<file path="config.mk">
export PLATFORM = sky130hd
export DESIGN_NAME = quadratic_bezier_point_generator_top_flat
export DESIGN_NICKNAME = d
export VERILOG_FILES = /design/src/rtl/qbez_pkg.sv /design/src/rtl/qbez_if.sv /design/src/rtl/quadratic_bezier_point_generator_top.sv /design/src/flat_wrapper.sv
export SDC_FILE = /design/constraint.sdc
export NUM_CORES = 2
export LEC_CHECK = 0
export ABC_AREA = 1
export ABC_CLOCK_PERIOD_IN_PS = 9200
export BUFFER_PORTS_ARGS = -buffer_cell sky130_fd_sc_hd__buf_2
export CORE_ASPECT_RATIO = 0.7
export CORE_MARGIN = 5
export CORE_UTILIZATION = 23
export DETAILED_ROUTE_END_ITERATION = 7
export GPL_ROUTABILITY_DRIVEN = 0
export GPL_TIMING_DRIVEN = 0
export PLACE_DENSITY = 0.37
export SETUP_SLACK_MARGIN = 0.5
export SYNTH_ARGS = -nofsm -noshare
export SYNTH_HDL_FRONTEND = slang
export SYNTH_SLANG_ARGS = --single-unit
</file>
<file path="constraint.sdc">
create_clock -name clock -period 9.2 [get_ports clock]
set_clock_uncertainty 0.05 [all_clocks]
set_input_delay 1.84 -clock clock [delete_from_list [all_inputs] [get_ports clock]]
set_output_delay 1.84 -clock clock [all_outputs]
set_load 0.01 [all_outputs]
</file>
<file path="src/rtl/qbez_pkg.sv">
`timescale 1ns / 1ps
`default_nettype none

package qbez_pkg;

   localparam int COORD_BITS  = 16;
   localparam int STEP_SHIFT  = 6;
   localparam int STEPS       = 1 << STEP_SHIFT;
   localparam int STEP_BITS   = 6;
   localparam int WEIGHT_BITS = STEP_SHIFT + 1;
   localparam int PROD_BITS   = COORD_BITS + WEIGHT_BITS + 1;

   typedef logic signed [COORD_BITS-1:0] coord_type;
   typedef logic [WEIGHT_BITS-1:0]       weight_type;
   typedef logic signed [PROD_BITS-1:0]  prod_type;
   typedef logic [STEP_BITS-1:0]         step_type;

   typedef struct packed {
      step_type step;
      logic     last;
   } tag_type;

   localparam step_type   LAST_STEP  = step_type'(STEPS - 1);
   localparam weight_type FULL_WEIGHT = weight_type'(STEPS);

   function automatic prod_type weigh(coord_type c, weight_type w);
      prod_type cw;
      prod_type ww;
      cw = prod_type'(c);
      ww = prod_type'({1'b0, w});
      return cw * ww;
   endfunction

   function automatic coord_type blend_shift(prod_type near_start, prod_type near_end);
      prod_type sum;
      sum = near_start + near_end;
      return sum[STEP_SHIFT +: COORD_BITS];
   endfunction

endpackage

`default_nettype wire

</file>
<file path="src/rtl/qbez_if.sv">
`timescale 1ns / 1ps
`default_nettype none

interface qbez_req_if;
   logic                 valid;
   logic                 ready;
   qbez_pkg::coord_type  start_x;
   qbez_pkg::coord_type  start_y;
   qbez_pkg::coord_type  ctrl_x;
   qbez_pkg::coord_type  ctrl_y;
   qbez_pkg::coord_type  end_x;
   qbez_pkg::coord_type  end_y;

   modport source (output valid, start_x, start_y, ctrl_x, ctrl_y, end_x, end_y,
                   input ready);
   modport sink (input valid, start_x, start_y, ctrl_x, ctrl_y, end_x, end_y,
                 output ready);
endinterface

interface qbez_rsp_if;
   logic                 valid;
   logic                 ready;
   qbez_pkg::coord_type  curve_x;
   qbez_pkg::coord_type  curve_y;
   qbez_pkg::step_type   step_index;
   logic                 last_point;

   modport source (output valid, curve_x, curve_y, step_index, last_point,
                   input ready);
   modport sink (input valid, curve_x, curve_y, step_index, last_point,
                 output ready);
endinterface

`default_nettype wire

</file>
<file path="src/rtl/quadratic_bezier_point_generator_top.sv">
`timescale 1ns / 1ps
`default_nettype none

// Each request beat on req_chan (start, control and end points in signed Q1.14) yields
// 64 curve point beats on rsp_chan, one per cycle unless rsp_chan stalls, step 0 first
// (equal to the end point) and the final one flagged by last_point; a new request is
// taken in the cycle its predecessor issues its last step, so curves follow each other
// without gaps. Points pass through four register stages (weighting products, first
// blend, second products, final blend into the output register), which follow the
// step sequencer that holds the request's points and counts the steps.
// A stalled rsp_chan holds the whole pipeline and the sequencer.
module quadratic_bezier_point_generator_top (
   input  wire             clock,
   input  wire             reset,
   qbez_req_if.sink        req_chan,
   qbez_rsp_if.source      rsp_chan
);

   logic                  advance;
   logic                  req_take;

   logic                  gen_active_ff;
   qbez_pkg::step_type    step_ff;
   qbez_pkg::coord_type   sx_ff, sy_ff, cx_ff, cy_ff, ex_ff, ey_ff;

   qbez_pkg::weight_type  w_in, wn_in;
   qbez_pkg::tag_type     tag_in;

   logic                  s1_valid_ff;
   qbez_pkg::tag_type     s1_tag_ff;
   qbez_pkg::weight_type  s1_w_ff, s1_wn_ff;
   qbez_pkg::prod_type    s1_axs_ff, s1_axc_ff, s1_ays_ff, s1_ayc_ff;
   qbez_pkg::prod_type    s1_bxc_ff, s1_bxe_ff, s1_byc_ff, s1_bye_ff;

   logic                  s2_valid_ff;
   qbez_pkg::tag_type     s2_tag_ff;
   qbez_pkg::weight_type  s2_w_ff, s2_wn_ff;
   qbez_pkg::coord_type   s2_ax_ff, s2_ay_ff, s2_bx_ff, s2_by_ff;

   logic                  s3_valid_ff;
   qbez_pkg::tag_type     s3_tag_ff;
   qbez_pkg::prod_type    s3_pxa_ff, s3_pxb_ff, s3_pya_ff, s3_pyb_ff;

   logic                  s4_valid_ff;
   qbez_pkg::tag_type     s4_tag_ff;
   qbez_pkg::coord_type   s4_x_ff, s4_y_ff;

   assign advance        = !s4_valid_ff || rsp_chan.ready;
   assign req_chan.ready = !gen_active_ff || (advance && step_ff == qbez_pkg::LAST_STEP);
   assign req_take       = req_chan.valid && req_chan.ready;

   assign w_in   = {1'b0, step_ff};
   assign wn_in  = qbez_pkg::FULL_WEIGHT - {1'b0, step_ff};
   assign tag_in = {step_ff, (step_ff == qbez_pkg::LAST_STEP)};

   always_ff @(posedge clock) begin
      if (reset) begin
         gen_active_ff <= 1'b0;
         step_ff       <= '0;
      end else if (req_take) begin
         gen_active_ff <= 1'b1;
         step_ff       <= '0;
      end else if (advance && gen_active_ff) begin
         if (step_ff == qbez_pkg::LAST_STEP) begin
            gen_active_ff <= 1'b0;
         end
         step_ff <= step_ff + 1'b1;
      end
   end

   always_ff @(posedge clock) begin
      if (req_take) begin
         sx_ff <= req_chan.start_x;
         sy_ff <= req_chan.start_y;
         cx_ff <= req_chan.ctrl_x;
         cy_ff <= req_chan.ctrl_y;
         ex_ff <= req_chan.end_x;
         ey_ff <= req_chan.end_y;
      end
   end

   always_ff @(posedge clock) begin
      if (reset) begin
         s1_valid_ff <= 1'b0;
         s2_valid_ff <= 1'b0;
         s3_valid_ff <= 1'b0;
         s4_valid_ff <= 1'b0;
      end else if (advance) begin
         s1_valid_ff <= gen_active_ff;
         s2_valid_ff <= s1_valid_ff;
         s3_valid_ff <= s2_valid_ff;
         s4_valid_ff <= s3_valid_ff;
      end
   end

   always_ff @(posedge clock) begin
      if (advance) begin
         s1_tag_ff <= tag_in;
         s1_w_ff   <= w_in;
         s1_wn_ff  <= wn_in;
         s1_axs_ff <= qbez_pkg::weigh(sx_ff, w_in);
         s1_axc_ff <= qbez_pkg::weigh(cx_ff, wn_in);
         s1_ays_ff <= qbez_pkg::weigh(sy_ff, w_in);
         s1_ayc_ff <= qbez_pkg::weigh(cy_ff, wn_in);
         s1_bxc_ff <= qbez_pkg::weigh(cx_ff, w_in);
         s1_bxe_ff <= qbez_pkg::weigh(ex_ff, wn_in);
         s1_byc_ff <= qbez_pkg::weigh(cy_ff, w_in);
         s1_bye_ff <= qbez_pkg::weigh(ey_ff, wn_in);

         s2_tag_ff <= s1_tag_ff;
         s2_w_ff   <= s1_w_ff;
         s2_wn_ff  <= s1_wn_ff;
         s2_ax_ff  <= qbez_pkg::blend_shift(s1_axs_ff, s1_axc_ff);
         s2_ay_ff  <= qbez_pkg::blend_shift(s1_ays_ff, s1_ayc_ff);
         s2_bx_ff  <= qbez_pkg::blend_shift(s1_bxc_ff, s1_bxe_ff);
         s2_by_ff  <= qbez_pkg::blend_shift(s1_byc_ff, s1_bye_ff);

         s3_tag_ff <= s2_tag_ff;
         s3_pxa_ff <= qbez_pkg::weigh(s2_ax_ff, s2_w_ff);
         s3_pxb_ff <= qbez_pkg::weigh(s2_bx_ff, s2_wn_ff);
         s3_pya_ff <= qbez_pkg::weigh(s2_ay_ff, s2_w_ff);
         s3_pyb_ff <= qbez_pkg::weigh(s2_by_ff, s2_wn_ff);

         s4_tag_ff <= s3_tag_ff;
         s4_x_ff   <= qbez_pkg::blend_shift(s3_pxa_ff, s3_pxb_ff);
         s4_y_ff   <= qbez_pkg::blend_shift(s3_pya_ff, s3_pyb_ff);
      end
   end

   assign rsp_chan.valid      = s4_valid_ff;
   assign rsp_chan.curve_x    = s4_x_ff;
   assign rsp_chan.curve_y    = s4_y_ff;
   assign rsp_chan.step_index = s4_tag_ff.step;
   assign rsp_chan.last_point = s4_tag_ff.last;

endmodule

`default_nettype wire
</file>
<file path="src/flat_wrapper.sv">
// flat-port wrapper written by rule: the top's interface ports become plain ports
module quadratic_bezier_point_generator_top_flat 
  (clock, reset, req_chan_valid, req_chan_start_x, req_chan_start_y, req_chan_ctrl_x, req_chan_ctrl_y, req_chan_end_x, req_chan_end_y, req_chan_ready, rsp_chan_valid, rsp_chan_curve_x, rsp_chan_curve_y, rsp_chan_step_index, rsp_chan_last_point, rsp_chan_ready);
  qbez_req_if req_chan_i ();
  qbez_rsp_if rsp_chan_i ();
  input  wire clock;
  input  wire reset;
  input wire logic [$bits(req_chan_i.valid)-1:0] req_chan_valid;
  input wire logic [$bits(req_chan_i.start_x)-1:0] req_chan_start_x;
  input wire logic [$bits(req_chan_i.start_y)-1:0] req_chan_start_y;
  input wire logic [$bits(req_chan_i.ctrl_x)-1:0] req_chan_ctrl_x;
  input wire logic [$bits(req_chan_i.ctrl_y)-1:0] req_chan_ctrl_y;
  input wire logic [$bits(req_chan_i.end_x)-1:0] req_chan_end_x;
  input wire logic [$bits(req_chan_i.end_y)-1:0] req_chan_end_y;
  output wire logic [$bits(req_chan_i.ready)-1:0] req_chan_ready;
  output wire logic [$bits(rsp_chan_i.valid)-1:0] rsp_chan_valid;
  output wire logic [$bits(rsp_chan_i.curve_x)-1:0] rsp_chan_curve_x;
  output wire logic [$bits(rsp_chan_i.curve_y)-1:0] rsp_chan_curve_y;
  output wire logic [$bits(rsp_chan_i.step_index)-1:0] rsp_chan_step_index;
  output wire logic [$bits(rsp_chan_i.last_point)-1:0] rsp_chan_last_point;
  input wire logic [$bits(rsp_chan_i.ready)-1:0] rsp_chan_ready;
  assign req_chan_i.valid = req_chan_valid;
  assign req_chan_i.start_x = req_chan_start_x;
  assign req_chan_i.start_y = req_chan_start_y;
  assign req_chan_i.ctrl_x = req_chan_ctrl_x;
  assign req_chan_i.ctrl_y = req_chan_ctrl_y;
  assign req_chan_i.end_x = req_chan_end_x;
  assign req_chan_i.end_y = req_chan_end_y;
  assign req_chan_ready = req_chan_i.ready;
  assign rsp_chan_valid = rsp_chan_i.valid;
  assign rsp_chan_curve_x = rsp_chan_i.curve_x;
  assign rsp_chan_curve_y = rsp_chan_i.curve_y;
  assign rsp_chan_step_index = rsp_chan_i.step_index;
  assign rsp_chan_last_point = rsp_chan_i.last_point;
  assign rsp_chan_i.ready = rsp_chan_ready;
  quadratic_bezier_point_generator_top u_core (.clock(clock), .reset(reset), .req_chan(req_chan_i), .rsp_chan(rsp_chan_i));
endmodule
</file>
Yosys cells after proc, flatten, opt, wreduce, memory -nomap -nowiden
Cells that the tools add are included.
{"block": "word_totals", "output_inout_bits": 41, "rom_bits": 0, "elab_cells": 75, "input_bits": 100, "register_bits": 509, "latchBits": 0, "ramBits": 0, "n_memories": 0}
{"block": "classes", "n_mux": 3, "order_cmp": 0, "add_sub_neg": 8, "bitwise_logic": 0, "mul": 12, "eq_ne": 1, "shifts": 0, "div_mod_pow": 0, "n_reduce_logical": 11}
{"op": "$add 22x22->22", "n": 6}
{"op": "$mul 16x7->22", "n": 6}
{"op": "$mul 16x8->22", "n": 6}
{"op": "$sub 7x6->7 const A", "n": 1}
{"op": "$add 6x1->6 const B", "n": 1}
{"op": "$eq 6x6->1 const B", "n": 1}
{"op": "$reduce_bool 2->1", "n": 2}
{"op": "$logic_and 1x1->1", "n": 3}
{"op": "$mux 1", "n": 3}
{"op": "$logic_not 1->1", "n": 2}
{"op": "$logic_or 1x1->1", "n": 2}
{"op": "$reduce_and 2->1", "n": 1}
{"op": "$reduce_or 2->1", "n": 1}

Longest topological paths before layout
{"block": "logic_depth", "ltp_word": 7, "ltp_mapped": 32, "mapped_depth_nobuf": 29}

Worst setup path after synthesis
Ideal clock, no wire load.
{"block": "synth_timing", "path_type": "input to register", "startpoint": "input rsp_chan_ready", "endpoint": "register u_core.cx_ff[0] (enable)", "setup_slack_ns": -0.525, "path_stages": 6, "t_arrival_ns": 9.225, "n_path_buf": 1, "cell_sequence": "or2_0 > buf_2 > nand4_1 > nand2_2 > nand2_2 > inv_1"}
{"block": "synth_between", "elab_chain_len": 4}
{"element": "start: declaration", "line_no": "flat_wrapper.sv:21", "source": "input wire logic [$bits(rsp_chan_i.ready)-1:0] rsp_chan_ready;"}
{"element": "$logic_or 1x1->1", "line_no": "quadratic_bezier_point_generator_top.sv:48", "source": "assign advance = !s4_valid_ff || rsp_chan.ready;"}
{"element": "$logic_and 1x1->1", "line_no": "quadratic_bezier_point_generator_top.sv:49", "source": "assign req_chan.ready = !gen_active_ff || (advance && step_ff == qbez_pkg::LAST_STEP);"}
{"element": "$logic_or 1x1->1", "line_no": "quadratic_bezier_point_generator_top.sv:49"}
{"element": "named net req_chan_ready", "line_no": "flat_wrapper.sv:15", "source": "output wire logic [$bits(req_chan_i.ready)-1:0] req_chan_ready;"}
{"element": "$logic_and 1x1->1", "line_no": "quadratic_bezier_point_generator_top.sv:50", "source": "assign req_take = req_chan.valid && req_chan.ready;"}
{"element": "named net u_core.req_take", "line_no": "quadratic_bezier_point_generator_top.sv:20", "source": "logic req_take;"}
{"element": "end signal: assignment", "line_no": "quadratic_bezier_point_generator_top.sv:75", "source": "cx_ff <= req_chan.ctrl_x;"}
{"element": "end: declaration", "line_no": "quadratic_bezier_point_generator_top.sv:24", "source": "qbez_pkg::coord_type sx_ff, sy_ff, cx_ff, cy_ff, ex_ff, ey_ff;"}
The timed path passes the listed nets, and every way through them passes these cells.
A chain may end at the register's enable or synchronous reset.

Worst setup path in the final report
{"block": "layout_timing", "startpoint": "register u_core.step_ff[1]", "endpoint": "register u_core.s1_axc_ff[21] (data pin)"}
{"block": "layout_between", "elab_chain_len": 2}
{"element": "start: declaration", "line_no": "quadratic_bezier_point_generator_top.sv:23", "source": "qbez_pkg::step_type step_ff;"}
{"element": "start signal: assignment", "line_no": "quadratic_bezier_point_generator_top.sv:67", "source": "step_ff <= step_ff + 1'b1;"}
{"element": "$sub 7x6->7", "line_no": "quadratic_bezier_point_generator_top.sv:53", "source": "assign wn_in = qbez_pkg::FULL_WEIGHT - {1'b0, step_ff};"}
{"element": "named net u_core.wn_in[2]", "line_no": "quadratic_bezier_point_generator_top.sv:26", "source": "qbez_pkg::weight_type w_in, wn_in;"}
{"element": "$mul 16x8->22", "line_no": "qbez_pkg.sv:31", "source": "return cw * ww;"}
{"element": "end signal: assignment", "line_no": "quadratic_bezier_point_generator_top.sv:102", "source": "s1_axc_ff <= qbez_pkg::weigh(cx_ff, wn_in);"}
{"element": "end: declaration", "line_no": "quadratic_bezier_point_generator_top.sv:32", "source": "qbez_pkg::prod_type s1_axs_ff, s1_axc_ff, s1_ays_ff, s1_ayc_ff;"}
The timed path passes the listed nets, and every way through them passes these cells.

==> impl_metrics.yaml <==
floorplan:
  start_util_pct: 23.1
  io_pins: 141
  fp-row-count: 169
  core_area_um2: 303000
  die_y_um: 472
  die_w_um: 670
  die-area_um2: 316000
run_status:
  status: "finished clean"
synth:
  avgSynthCellArea_um2: 7.93
  synth_edf_count: 494
  synth_area_um2: 70200
  syn_nets: 10500
  synth.most_common_cell: "inv_1"
  synth_top_area_share_pct: 25.0
  ys.flop_type: "edfxtp_1"
  synthCells: 8846
  yosysSeqAreaShare_pct: 21.5
  synth_commonest_cells: "inv_1, nand2_1, fa_1, ha_1, nor2_1"
  ys_warn_count: 0
  yosys.cell_types.count: 47
  synth_top_area_cell: "fa_1"
  synth_top_cells_by_area: "fa_1, edfxtp_1, inv_1"
  ys_async_sr_fraction_pct: 0
  ys_seq_elements: 505
sta:
  slew_viol_final: 0
  grt_setup_unrepaired: "no"
  max_freq_ghz: 0.121
  period_share_pct: 89.6
  worstMarginPinSlew_ns: 1.26
  setup_viol: 0
  finalCriticalPeriod_ns: 8.24
  slew_headroom_pct: 15.9
  setup-tns-final_ns: 0
  hold_viol_final: 0
clocking:
  cts_root_buf: "clkbuf_16"
  clk_latency_ns: 0.69
  post-cts-setup-buffer-count: 0
  cts_tree: "yes"
  hold_buffers: 0
  htreeDepth: 3
  cts_resized: 0
  cts_sinks: 505
  cts_buffers: 69
  clkSlewWorstSetupHoldPaths_ns: 0.06
  cts.path.max_buffers: 3
pwr:
  power_uw: 15500
  power.density_nw_per_um2: 198
  leakagePower_uw: 0.0449
  peakVddDrop_mv: 0.146
worst_setup_path:
  critPathMaxFanout: 10
  path_class: "flop to flop"
  cp_slowest_cell: "clkdlybuf4s15_1"
  crit_path_start_kind: "flop"
  slowest_delay_ns: 0.79
  cp-end-kind: "flop"
  worstPathRequired_ns: 9.54
  arrival_ns: 8.59
  cp_common_cell: "inv_1"
grt:
  grt_pass1_wl_um: 371000
  grt_usage_pct: 15.5
  grt_overflow: 0
  antenna_found_initial: 10
  grt_max_degree: 120
  grt_pass1_vias: 57200
detailed_routing:
  dr.pass1.iters: 6
  antenna_left: 0
  drcViolationCount: 0
  drt_wl_total_um: 245000
  initialDrtViolationCount: 4455
  vias: 56100
  wl_per_cell_um: 18.6
  viasPerCell: 4.27
final_layout:
  final_cells: 13100
  nets: 10700
  final_area_um2: 78300
  layout-drive-gt1-share_pct: 4.79
  syn_to_final_growth_pct: 11.7
min_path:
  hold_path_class: "flop to flop"
place:
  portBuffers: 140
  dp_cells: 13000
  dpl.hpwl_um: 207000
  dpl-instance-area_um2: 76000
flow_run:
  maxCapViolCount: 0
-- stage by stage --
step	utilization (%)	hold slack, ns	worst slack [ns]
floorplan	-	0.350	1.62
global placement	25.0	0.354	-2.31
detailed placement	25.1	0.355	0.835
CTS	25.8	0.368	0.852
global route	25.8	0.375	0.541
finish	25.8	0.367	0.955
-- sequential cells by signal, summed over array words and instances (netlist names), 21 cells and up --
| signal | cells |
|---|---|
| u_core.s1_axc_ff | 21 |
| u_core.s1_axs_ff | 22 |
| u_core.s1_ayc_ff | 21 |
| u_core.s1_ays_ff | 22 |
| u_core.s1_bxc_ff | 22 |
| u_core.s1_bxe_ff | 22 |
| u_core.s1_byc_ff | 22 |
| u_core.s1_bye_ff | 22 |
| u_core.s3_pxa_ff | 22 |
| u_core.s3_pxb_ff | 22 |
| u_core.s3_pya_ff | 22 |
| u_core.s3_pyb_ff | 22 |
-- cells in the final DEF, fill, tap and decap left out, types with 7 or more instances in the layout --
cell,n
a21boi_0,12
a21o_1,13
a21oi_1,387
a31oi_1,17
buf_1,33
buf_2,190
clkbuf_1,72
clkbuf_16,71
clkinv_1,7
clkinv_2,12
clkinvlp_4,8
dfxtp_1,11
edfxtp_1,494
fa_1,876
ha_1,644
inv_1,2289
inv_2,12
nand2_1,2233
nand2_2,12
nand3_1,289
nand3_2,7
nand3b_1,26
nand4_1,124
nor2_1,596
nor2_4,51
nor3_1,52
nor3_2,8
o211ai_1,9
o21a_1,10
o21ai_0,210
o21ai_1,7
o21ai_2,11
o21bai_1,20
xnor2_1,70
xor2_1,164
-- layout make-up --
type	count	area [µm²]
well taps	4018	5030
clock inverters	45	465
fillers	33400	225000
repair buffers	145	838
flip-flops and latches	505	15100
inverters	2302	8650
multi-input cells	5874	45600
plain buffers	165	837
clock buffers	80	1810
diodes	4	10.0
-- cells by family (layout without fill, tap and decap cells) --
logic type	count (synthesis)	count (layout)	share of synthesized area (%)
other	0	4	0
xor gates and xnor gates	234	234	2.92
DFF	505	505	21.5
AOI/OAI and AO/OA	701	701	5.35
adders and majority gates	1520	1520	36.5
buffers and inverters	2467	2737	13.5
and+or+nand+nor	3419	3419	20.3
-- metal layers --
metal	global-route usage, %	share of wire, %	wire length [µm]	up-vias
li1	-	-	-	27300
met1	24.6	53	130000	27200
met2	22.0	39	96300	1447
met3	2.24	5.7	14000	147
met4	2.58	1.6	3900	4
met5	0	0.011	27	-
-- path summary, 6_finish.rpt --
check	from	endpoint	slack, ns	cells past startpoint
min	u_core.s1_wn_ff[2]	u_core.s2_wn_ff[2]	0.37	0
max reg2reg	u_core.step_ff[1]	u_core.s1_axc_ff[21]	0.96	28
max	u_core.step_ff[1]	u_core.s1_axc_ff[21]	0.96	28
min reg2reg	u_core.s1_wn_ff[2]	u_core.s2_wn_ff[2]	0.37	0
-- report_power, final --
group | internal (µW) | switching [µW] | leakage, µW
logic | 2760 | 5730 | 0.0382
clock network | 1570 | 1210 | 0.00109
registers | 3480 | 747 | 0.00553
total | 7810 | 7690 | 0.0449
-- critical path, delay by kind of cell, from the launching register on --
kind,cells,cell delay (ns)
AND/OR/NAND/NOR,10,1.41
adder cells (fa/ha/maj),6,2.70
flip-flops,1,0.69
buffers and inverters,12,3.01
No activity file was read; power rests on OpenSTA's default activity.
